<file path="config.mk">
export PLATFORM = sky130hd
export DESIGN_NAME = function_extent_scanner
export DESIGN_NICKNAME = d
export VERILOG_FILES = /design/src/hw/rtl/fes_pkg.sv /design/src/hw/rtl/function_extent_scanner.sv /design/src/hw/rtl/fes_scan.sv
export SDC_FILE = /design/constraint.sdc
export NUM_CORES = 1
export LEC_CHECK = 0
export BUFFER_PORTS_ARGS = -buffer_cell sky130_fd_sc_hd__buf_2
export CORE_MARGIN = 2
export CORE_UTILIZATION = 56
export CTS_CLUSTER_DIAMETER = 50
export DETAILED_ROUTE_END_ITERATION = 12
export PLACE_DENSITY_LB_ADDON = 0.08
export SLEW_MARGIN = 10
export SYNTH_ARGS = -nofsm -noshare
export SYNTH_HDL_FRONTEND = slang
export SYNTH_HIERARCHICAL = 1
export SYNTH_SLANG_ARGS = --single-unit
export TNS_END_PERCENT = 1
</file>
<file path="constraint.sdc">
create_clock -name clk -period 6.35 [get_ports clk]
set_input_delay 0.9525 -clock clk [delete_from_list [all_inputs] [get_ports clk]]
set_output_delay 0.9525 -clock clk [all_outputs]
set_load 0.01 [all_outputs]
</file>
<file path="src/hw/rtl/fes_pkg.sv">
`timescale 1ns / 1ps
// ----------------------------------------------------------------------------
// fes_pkg
// Shared types and constants for the function extent scanner.
// ----------------------------------------------------------------------------
package fes_pkg;

  localparam int unsigned WORD_W = 32;
  localparam int unsigned KIND_W = 2;
  localparam int unsigned CFG_INDEX_W = 2;

  localparam logic [WORD_W-1:0] RETURN_WORD_RST = 32'h4e80_0020;
  localparam logic [WORD_W-1:0] RFI_WORD_RST    = 32'h4c00_0064;
  localparam logic [WORD_W-1:0] NOP_WORD_RST    = 32'h6000_0000;

  localparam logic [WORD_W-1:0] PRIMARY_OP_MASK = 32'hfc00_0000;
  localparam logic [WORD_W-1:0] BC_OPCODE       = 32'h4000_0000;
  localparam logic [WORD_W-1:0] DISP_MASK       = 32'h0000_fffc;
  localparam logic [WORD_W-1:0] WORD_BYTES      = 32'd4;

  localparam logic [CFG_INDEX_W-1:0] CFG_RETURN_WORD = 2'd0;
  localparam logic [CFG_INDEX_W-1:0] CFG_RFI_WORD    = 2'd1;
  localparam logic [CFG_INDEX_W-1:0] CFG_NOP_WORD    = 2'd2;

  localparam logic [KIND_W-1:0] KIND_ZERO    = 2'd0;
  localparam logic [KIND_W-1:0] KIND_RETURN  = 2'd1;
  localparam logic [KIND_W-1:0] KIND_RFI     = 2'd2;
  localparam logic [KIND_W-1:0] KIND_RFI_NOP = 2'd3;

  typedef enum logic [1:0] {
    PHASE_IDLE,
    PHASE_SCAN,
    PHASE_AFTER_RFI
  } phase_t;

  typedef struct packed {
    logic [WORD_W-1:0] ret_word;
    logic [WORD_W-1:0] rfi_word;
    logic [WORD_W-1:0] nop_word;
  } words_t;

  typedef struct packed {
    logic              valid;
    logic [WORD_W-1:0] bytes;
    logic [KIND_W-1:0] kind;
  } result_t;

endpackage

</file>
<file path="src/hw/rtl/function_extent_scanner.sv">
`timescale 1ns / 1ps
// ----------------------------------------------------------------------------
// function_extent_scanner
// Reports the byte size of a PowerPC function from its instruction stream.
//
// Input channel in_*: one instruction word per item, in address order; the
// first word of a function carries in_tuser = 1 and its address.
// Output channel out_*: one item per finished function with its byte size in
// out_tdata and the end kind in out_tuser (zero word, return, rfi, rfi+nop).
// Configuration channel cfg_*: writes the return, rfi and nop encodings;
// always ready; to be written only while the block is idle, which the block itself does not enforce.
// The item that ends a function is held in the input register, and its result
// is registered in the result register. Throughput: one item per cycle while
// results are taken, through the scan step (branch target add and max compare).
// Reset clears the scan state and loads the default encodings.
// A stalled receiver holds the result; one more item waits in the input
// register, after which in_tready drops until the result is taken.
// ----------------------------------------------------------------------------
module function_extent_scanner (
  input  logic                               clk,
  input  logic                               rst_n,
  input  logic                               in_tvalid,
  output logic                               in_tready,
  input  logic [63:0]                        in_tdata,  // instruction, base_address
  input  logic [0:0]                         in_tuser,  // first_word
  output logic                               out_tvalid,
  input  logic                               out_tready,
  output logic [31:0]                        out_tdata, // function_bytes
  output logic [1:0]                         out_tuser, // end_kind
  input  logic                               cfg_valid,
  output logic                               cfg_ready,
  input  logic [fes_pkg::CFG_INDEX_W-1:0]    cfg_index,
  input  logic [fes_pkg::WORD_W-1:0]         cfg_data
);
  import fes_pkg::*;

  words_t            words_r, words_nxt;
  logic              s1_valid_r, s1_valid_nxt;
  logic [WORD_W-1:0] s1_instr_r;
  logic              s1_first_r;
  logic [WORD_W-1:0] s1_base_r;
  logic              out_valid_r, out_valid_nxt;
  logic [WORD_W-1:0] out_bytes_r;
  logic [KIND_W-1:0] out_kind_r;
  logic              advance;
  logic              step;
  result_t           res;

  assign cfg_ready  = 1'b1;
  assign advance    = !out_valid_r || out_tready;
  assign step       = s1_valid_r && advance;
  assign in_tready  = !s1_valid_r || advance;
  assign out_tvalid = out_valid_r;
  assign out_tdata  = out_bytes_r;
  assign out_tuser  = out_kind_r;

  always_comb begin
    words_nxt = words_r;
    if (cfg_valid) begin
      case (cfg_index)
        CFG_RETURN_WORD: words_nxt.ret_word = cfg_data;
        CFG_RFI_WORD:    words_nxt.rfi_word = cfg_data;
        CFG_NOP_WORD:    words_nxt.nop_word = cfg_data;
        default: begin
        end
      endcase
    end
    s1_valid_nxt  = in_tready ? in_tvalid : s1_valid_r;
    out_valid_nxt = advance ? res.valid : out_valid_r;
  end

  always_ff @(posedge clk) begin
    if (!rst_n) begin
      words_r.ret_word <= RETURN_WORD_RST;
      words_r.rfi_word <= RFI_WORD_RST;
      words_r.nop_word <= NOP_WORD_RST;
      s1_valid_r       <= 1'b0;
      out_valid_r      <= 1'b0;
    end else begin
      words_r     <= words_nxt;
      s1_valid_r  <= s1_valid_nxt;
      out_valid_r <= out_valid_nxt;
    end
  end

  always_ff @(posedge clk) begin
    if (in_tready && in_tvalid) begin
      s1_instr_r <= in_tdata[31:0];
      s1_base_r  <= in_tdata[63:32];
      s1_first_r <= in_tuser[0];
    end
    if (res.valid) begin
      out_bytes_r <= res.bytes;
      out_kind_r  <= res.kind;
    end
  end

  fes_scan u_scan (
    .clk   (clk),
    .rst_n (rst_n),
    .step  (step),
    .instr (s1_instr_r),
    .first (s1_first_r),
    .base  (s1_base_r),
    .words (words_r),
    .res   (res)
  );

endmodule

</file>
<file path="src/hw/rtl/fes_scan.sv">
`timescale 1ns / 1ps
// ----------------------------------------------------------------------------
// fes_scan
// Per-word scan state and step logic: branch targets, end detection, size.
// ----------------------------------------------------------------------------
module fes_scan (
  input  logic                          clk,
  input  logic                          rst_n,
  input  logic                          step,
  input  logic [fes_pkg::WORD_W-1:0]    instr,
  input  logic                          first,
  input  logic [fes_pkg::WORD_W-1:0]    base,
  input  fes_pkg::words_t               words,
  output fes_pkg::result_t              res
);
  import fes_pkg::*;

  phase_t            phase_r, phase_nxt;
  logic [WORD_W-1:0] cur_r, cur_nxt;
  logic [WORD_W-1:0] start_r, start_nxt;
  logic [WORD_W-1:0] ft_r, ft_nxt;

  phase_t            phase_eff;
  logic [WORD_W-1:0] cur_eff;
  logic [WORD_W-1:0] start_eff;
  logic [WORD_W-1:0] ft_eff;
  logic [WORD_W-1:0] disp;
  logic [WORD_W-1:0] target;
  logic [WORD_W-1:0] bytes;
  logic              is_branch;
  logic              is_ret;
  logic              is_rfi;

  always_ff @(posedge clk) begin
    if (!rst_n) begin
      phase_r <= PHASE_IDLE;
      cur_r   <= '0;
      start_r <= '0;
      ft_r    <= '0;
    end else begin
      phase_r <= phase_nxt;
      cur_r   <= cur_nxt;
      start_r <= start_nxt;
      ft_r    <= ft_nxt;
    end
  end

  always_comb begin
    phase_eff = first ? PHASE_SCAN : phase_r;
    cur_eff   = first ? base : cur_r;
    start_eff = first ? base : start_r;
    ft_eff    = first ? '0 : ft_r;

    disp      = {{(WORD_W-16){instr[15]}}, instr[15:0] & DISP_MASK[15:0]};
    target    = instr[1] ? disp : cur_eff + disp;
    bytes     = cur_eff - start_eff + WORD_BYTES;
    is_branch = (instr & PRIMARY_OP_MASK) == BC_OPCODE;
    is_ret    = instr == words.ret_word;
    is_rfi    = instr == words.rfi_word;

    phase_nxt = phase_eff;
    cur_nxt   = cur_eff;
    start_nxt = start_eff;
    ft_nxt    = ft_eff;
    res.valid = 1'b0;
    res.bytes = bytes;
    res.kind  = KIND_ZERO;

    case (phase_eff)
      PHASE_AFTER_RFI: begin
        res.valid = 1'b1;
        phase_nxt = PHASE_IDLE;
        if (instr == words.nop_word) begin
          res.bytes = bytes + WORD_BYTES;
          res.kind  = KIND_RFI_NOP;
        end else begin
          res.kind  = KIND_RFI;
        end
      end
      PHASE_SCAN: begin
        if (instr != '0 && is_branch) begin
          if (ft_eff < target) begin
            ft_nxt = target;
          end
          cur_nxt = cur_eff + WORD_BYTES;
        end else if (instr != '0 && !((is_ret || is_rfi) && cur_eff >= ft_eff)) begin
          cur_nxt = cur_eff + WORD_BYTES;
        end else if (is_rfi) begin
          phase_nxt = PHASE_AFTER_RFI;
        end else begin
          res.valid = 1'b1;
          res.kind  = (instr == '0) ? KIND_ZERO : KIND_RETURN;
          phase_nxt = PHASE_IDLE;
        end
      end
      default: begin
      end
    endcase

    if (!step) begin
      phase_nxt = phase_r;
      cur_nxt   = cur_r;
      start_nxt = start_r;
      ft_nxt    = ft_r;
      res.valid = 1'b0;
    end
  end

endmodule

</file>
# == Word-level counts from Yosys, hierarchy flattened ==
# Index checks and enable logic that the tools add are counted.
# classes
n_shift,0
n_lt_le_gt_ge,2
add_sub_neg,5
n_mux,28
multipliers,0
eq_ne,8
div,0
reduce_logical,17
n_bitwise,0
# ops
op,n
32-bit 2-to-1 mux,12
32-bit by 3-bit adder with 32-bit output (second input constant),3
32-bit == test,3
32-bit adder,1
32-bit >= comparator,1
32-bit zero test,1
32-bit less-than comparator,1
32-bit nonzero test,1
32-bit subtractor,1
2-bit 2-to-1 mux,7
2-bit case mux with 2 select lines,2
6-bit by 5-bit == test with 1-bit output (second input constant),1
1-bit 2-to-1 mux,6
2-bit AND reduction,3
1-bit logical AND,5
2-bit by 1-bit == test with 1-bit output (second input constant),2
2-bit == test (second input constant),2
1-bit zero test,3
1-bit logical OR,3
2-bit zero test,1
1-bit case mux with 2 select lines,1
# word_totals
ramBits,0
output_inout_bits,37
latch_bits,0
ff_bits,295
memories,0
elab_cells,74
mem_bits_ro,0

# == Longest topological paths before layout ==
# depth
depth_word,9
ltp_mapped,32
mapped_depth_nobuf,27

# == Hierarchy ==
# Netlist, hierarchy kept.
# modules_own_cells
module,area_per_inst_um2,seq_area_each_um2,cells_per_inst,instances
fes_scan,12169.2,1961.9,1573,1
function_extent_scanner,6741.5,4934.7,473,1

# == Worst setup path before layout ==
# No wires, ideal clock.
# synth_timing
kind,flip-flop to flip-flop
from,reg s1_first_r
to,reg u_scan.ft_r[27]
stages_incl_launch_ff,33
path_buffers,8
setup_time_ps,124
arrival_time_ps,6667
path_slack_ps,-441
path_cell_list,edfxtp_1 -> buf_6 -> buf_2 -> buf_2 -> buf_1 -> buf_1 -> clkbuf_1 -> clkbuf_1 -> mux2i_1 -> inv_1 -> ha_1 -> a21o_1 -> a21oi_1 -> nor2_1 -> o41ai_1 -> a21oi_1 -> o21ai_0 -> a31oi_1 -> a21oi_1 -> xnor2_1 -> a21boi_0 -> ha_1 -> a21o_1 -> a21o_1 -> a21oi_1 -> o21ai_0 -> a21oi_1 -> nor2b_1 -> a2111oi_4 -> a211oi_4 -> buf_6 -> nand2_1 -> o21ai_2
# synth_between
elab_chain_len,7
# synth_lines
element,line,source
from (decl),function_extent_scanner.sv:40,logic s1_first_r;
from (signal assigned),function_extent_scanner.sv:90,s1_first_r <= in_tuser[0];
32-bit 2-to-1 mux,fes_scan.sv:50,cur_eff = first ? base : cur_r;
32-bit adder,fes_scan.sv:55,target = instr[1] ? disp : cur_eff + disp;
32-bit 2-to-1 mux,fes_scan.sv:55,
32-bit less-than comparator,fes_scan.sv:82,if (ft_eff < target) begin
32-bit 2-to-1 mux,fes_scan.sv:82,
32-bit 2-to-1 mux,fes_scan.sv:81,if (instr != '0 && is_branch) begin
32-bit 2-to-1 mux (*),fes_scan.sv:69,case (phase_eff)
to (signal assigned),fes_scan.sv:44,ft_r <= ft_nxt;
to (decl),fes_scan.sv:21,"logic [WORD_W-1:0] ft_r, ft_nxt;"
# Mark *: on every way between the ends. The rest lies on a longest branch, timed or not.
# A chain may end at the register's enable or synchronous reset.

# == Worst setup path after layout ==
# layout_timing
from,reg s1_first_r
to,reg u_scan.ft_r[12]
# Same word-level chain as after synthesis.

==> run metrics <==
clk buf depth 3; hpwl dp 40,300 µm; LEAKAGE 9.62 nW; placed cells 2,570; initial antenna violation count 0; clk_lat worst skew 0.56 ns; multi-input logic area 11,200 µm²; share of cells above drive strength 1 0.139; first-pass GRT wire length 83,200 µm; Pre-Repair DR Iteration Count 5; root buf cell clkbuf_16; via/cell ratio 5.92; chip width 188 µm; syn nets 2,310; post-synthesis mux area share 0.0855; H-tree levels 2; DRT antenna net count 0; Chip Height 188 µm; Synth Area in Simple Gates 0.177; dpl ws 0.326 ns; row count 67; Final WS setup 0.419 ns; pin count of the biggest net entering global routing 59; EDFF count, synth 99; period utilization 0.934; Synth area leaders dfxtp_1 (21%), edfxtp_1 (16%), ha_1 (10%), mux2i_1 (7.3%), nand2_1 (5.7%); Layout Cells excl Fill 2,646; Layout area overhead 13.3%; # clock sinks 295; mapped cell area 18,900 µm²; Max VDD drop 0.274 mV; XOR/XNOR Fraction of Synth Area 0.0813; count leader, synth nand2_1; Final Hold Viols 0; relative slew slack 0.220; DR iter-0 viols 1,102; post-synth top area share 0.207; CTS tree done; RePlAce Congestion 0.945; min Tclk post-route 5.93 ns; max_cap viols 0; WP data arrival 6.41 ns; PwrDens 281 nW/µm²; Antenna diodes 0; Yosys cell types 86; Port Buf Inserts 139; Setup crit end kind register; CP max FO 28; Overall Power 0.00602 W; critical path class register to register; Hold Path Origin u_scan/ft_r[14]; Ports 141; Synth top cells by count nand2_1 (285), dfxtp_1 (196), ha_1 (158), mux2i_1 (138), xor2_1 (119); clk_skew 0.0373 ns; P_int 0.00409 W; Clk pwr share 0.382; cts bufs inserted 40; synthesized netlist cell count 2,046; cts hold-fix bufs 0; Synthesis Warnings 6; total grt overflow 0; syn avg cell area 9.24 µm²; GRT Overall Usage 0.298; CP startpoint kind register; Logic pwr share 0.262; Reg area 6900 µm²; vias in the first global route 15.5k; Worst Setup SP s1_first_r; Hold/Removal Path Class register to register; top_reg_cell synth dfxtp_1; final max-slew violation count 0; Fmax achieved 0.169 GHz; Setup-failing EPs final 0; status completed; Compound-Gate Fraction of Synth Area 0.140; Post-synth ARST share 0; WL/cell 20.0 µm; reg2reg start s1_first_r; drc violations 0; Final Net Count 2,430; sequential area share after synthesis 0.365; Required @ worst endpoint 6.83 ns; FF+latch count, synth 295; Routed WL 53,000 µm; Reg power frac 0.356; Clock Pin Slew Worst Setup and Hold Paths 0.06 ns; filler instances 2,801; largest family of logic cells by synthesized area simple AND/OR/NAND/NOR gates; area of the core 33,400 µm²; via count 15.7k; Fin Setup TNS 0 ns; Switching Power 0.00193 W; Worst-Margin Slew 1.17 ns; Yosys top cell by area dfxtp_1; synthesized-area fraction occupied by adder cells 0.107; Initial Utilization 0.567; Sw Share 0.321; die area 35,300 µm²
==> cell families after synthesis <==
kind of cell,count (synthesis)
other,1
AND/OR/NAND/NOR,677
AO/OA/AOI/OAI,391
XOR/XNOR,174
adder cells (fa/ha/maj),160
multiplexers,159
flip-flops,295
buffers and inverters,189
==> power groups by stage <==
| stage | registers (W) | clock network, W | logic [W] |
|---|---|---|---|
| after floorplan | 0.00215 | 0 | 0.00117 |
| after global placement | 0.00218 | 0 | 0.00152 |
| after detailed placement | 0.00218 | 0 | 0.00154 |
| after CTS | 0.00214 | 0.00234 | 0.00155 |
| after global routing | 0.00215 | 0.00241 | 0.00173 |
| final | 0.00214 | 0.00230 | 0.00158 |
==> registers in the layout, indices dropped and copies added, names as in the netlist <==
register        flops
out_tdata          32
out_tuser           2
out_tvalid          1
s1_base_r          32
s1_first_r          1
s1_instr_r         32
s1_valid_r          1
u_scan/cur_r       32
u_scan/ft_r        32
u_scan/phase_r      2
u_scan/start_r     32
words_r            96
==> path summary, 6_finish.rpt <==
kind	slack (ns)	depth (start not counted)	end
max	0.42	23	u_scan/ft_r[12]
min	0.45	2	u_scan/ft_r[14]
max reg2reg	0.42	23	u_scan/ft_r[12]
min reg2reg	0.45	2	u_scan/ft_r[14]
==> timing repair <==
| item | CTS | global route |
|---|---|---|
| gates resized for setup | 0 | 1 |
| setup endpoints to repair | 0 | 33 |
| setup buffers | 0 | 2 |
==> through the flow <==
stage / hold slack (ns) / area [µm²] / util
floorplan: 0.426 / 18900 / -
global placement: 0.436 / 20000 / 0.600
detailed placement: 0.443 / 20000 / 0.600
CTS: 0.451 / 21400 / 0.641
global route: 0.466 / 21400 / 0.642
finish: 0.448 / 21400 / 0.642
==> critical path: stages (launching register included) <==
cell       delay (ns)
edfxtp_1         0.46
buf_12           0.17
buf_12           0.15
buf_4            0.34
buf_4            0.39
mux2_2           0.46
ha_1             0.45
and3_1           0.22
and3_1           0.21
nand4_1          0.11
o2111ai_1        0.43
a2111o_1         0.23
nand4_1          0.13
xor2_1           0.19
ha_1             0.31
and3_1           0.18
nand4_1          0.09
a21oi_1          0.22
a2111oi_4        0.13
buf_4            0.20
a211oi_4         0.36
buf_12           0.22
nand2_1          0.08
o21ai_1          0.08
==> placed cells by master, fill, tap and decap left out, types with 54 or more instances in the layout <==
cell,n
xor2_1,119
edfxtp_1,99
mux2i_1,138
ha_1,158
nand3_1,57
nor2_1,69
inv_1,85
buf_2,138
o21ai_0,59
nand2_1,285
dfxtp_1,196
xnor2_1,54
a21oi_1,111
==> per-layer routing <==
metal | share of wire | vias to the layer above | GRT usage
met2 | 0.47 | 505 | 0.512
met1 | 0.43 | 7430 | 0.370
met3 | 0.052 | 137 | 0.0430
li1 | - | 7592 | -
met5 | 0 | - | 0
met4 | 0.047 | 0 | 0.136
==> layout make-up <==
class                           count  area share
Tap cell                          448      0.0262
Multi-Input combinational cell   1562       0.523
Inverter                           85      0.0149
Clock inverter                     21      0.0110
Timing Repair Buffer              182      0.0494
Clock buffer                       53      0.0538
Sequential cell                   295       0.322
No activity file was read; power rests on OpenSTA's default activity.
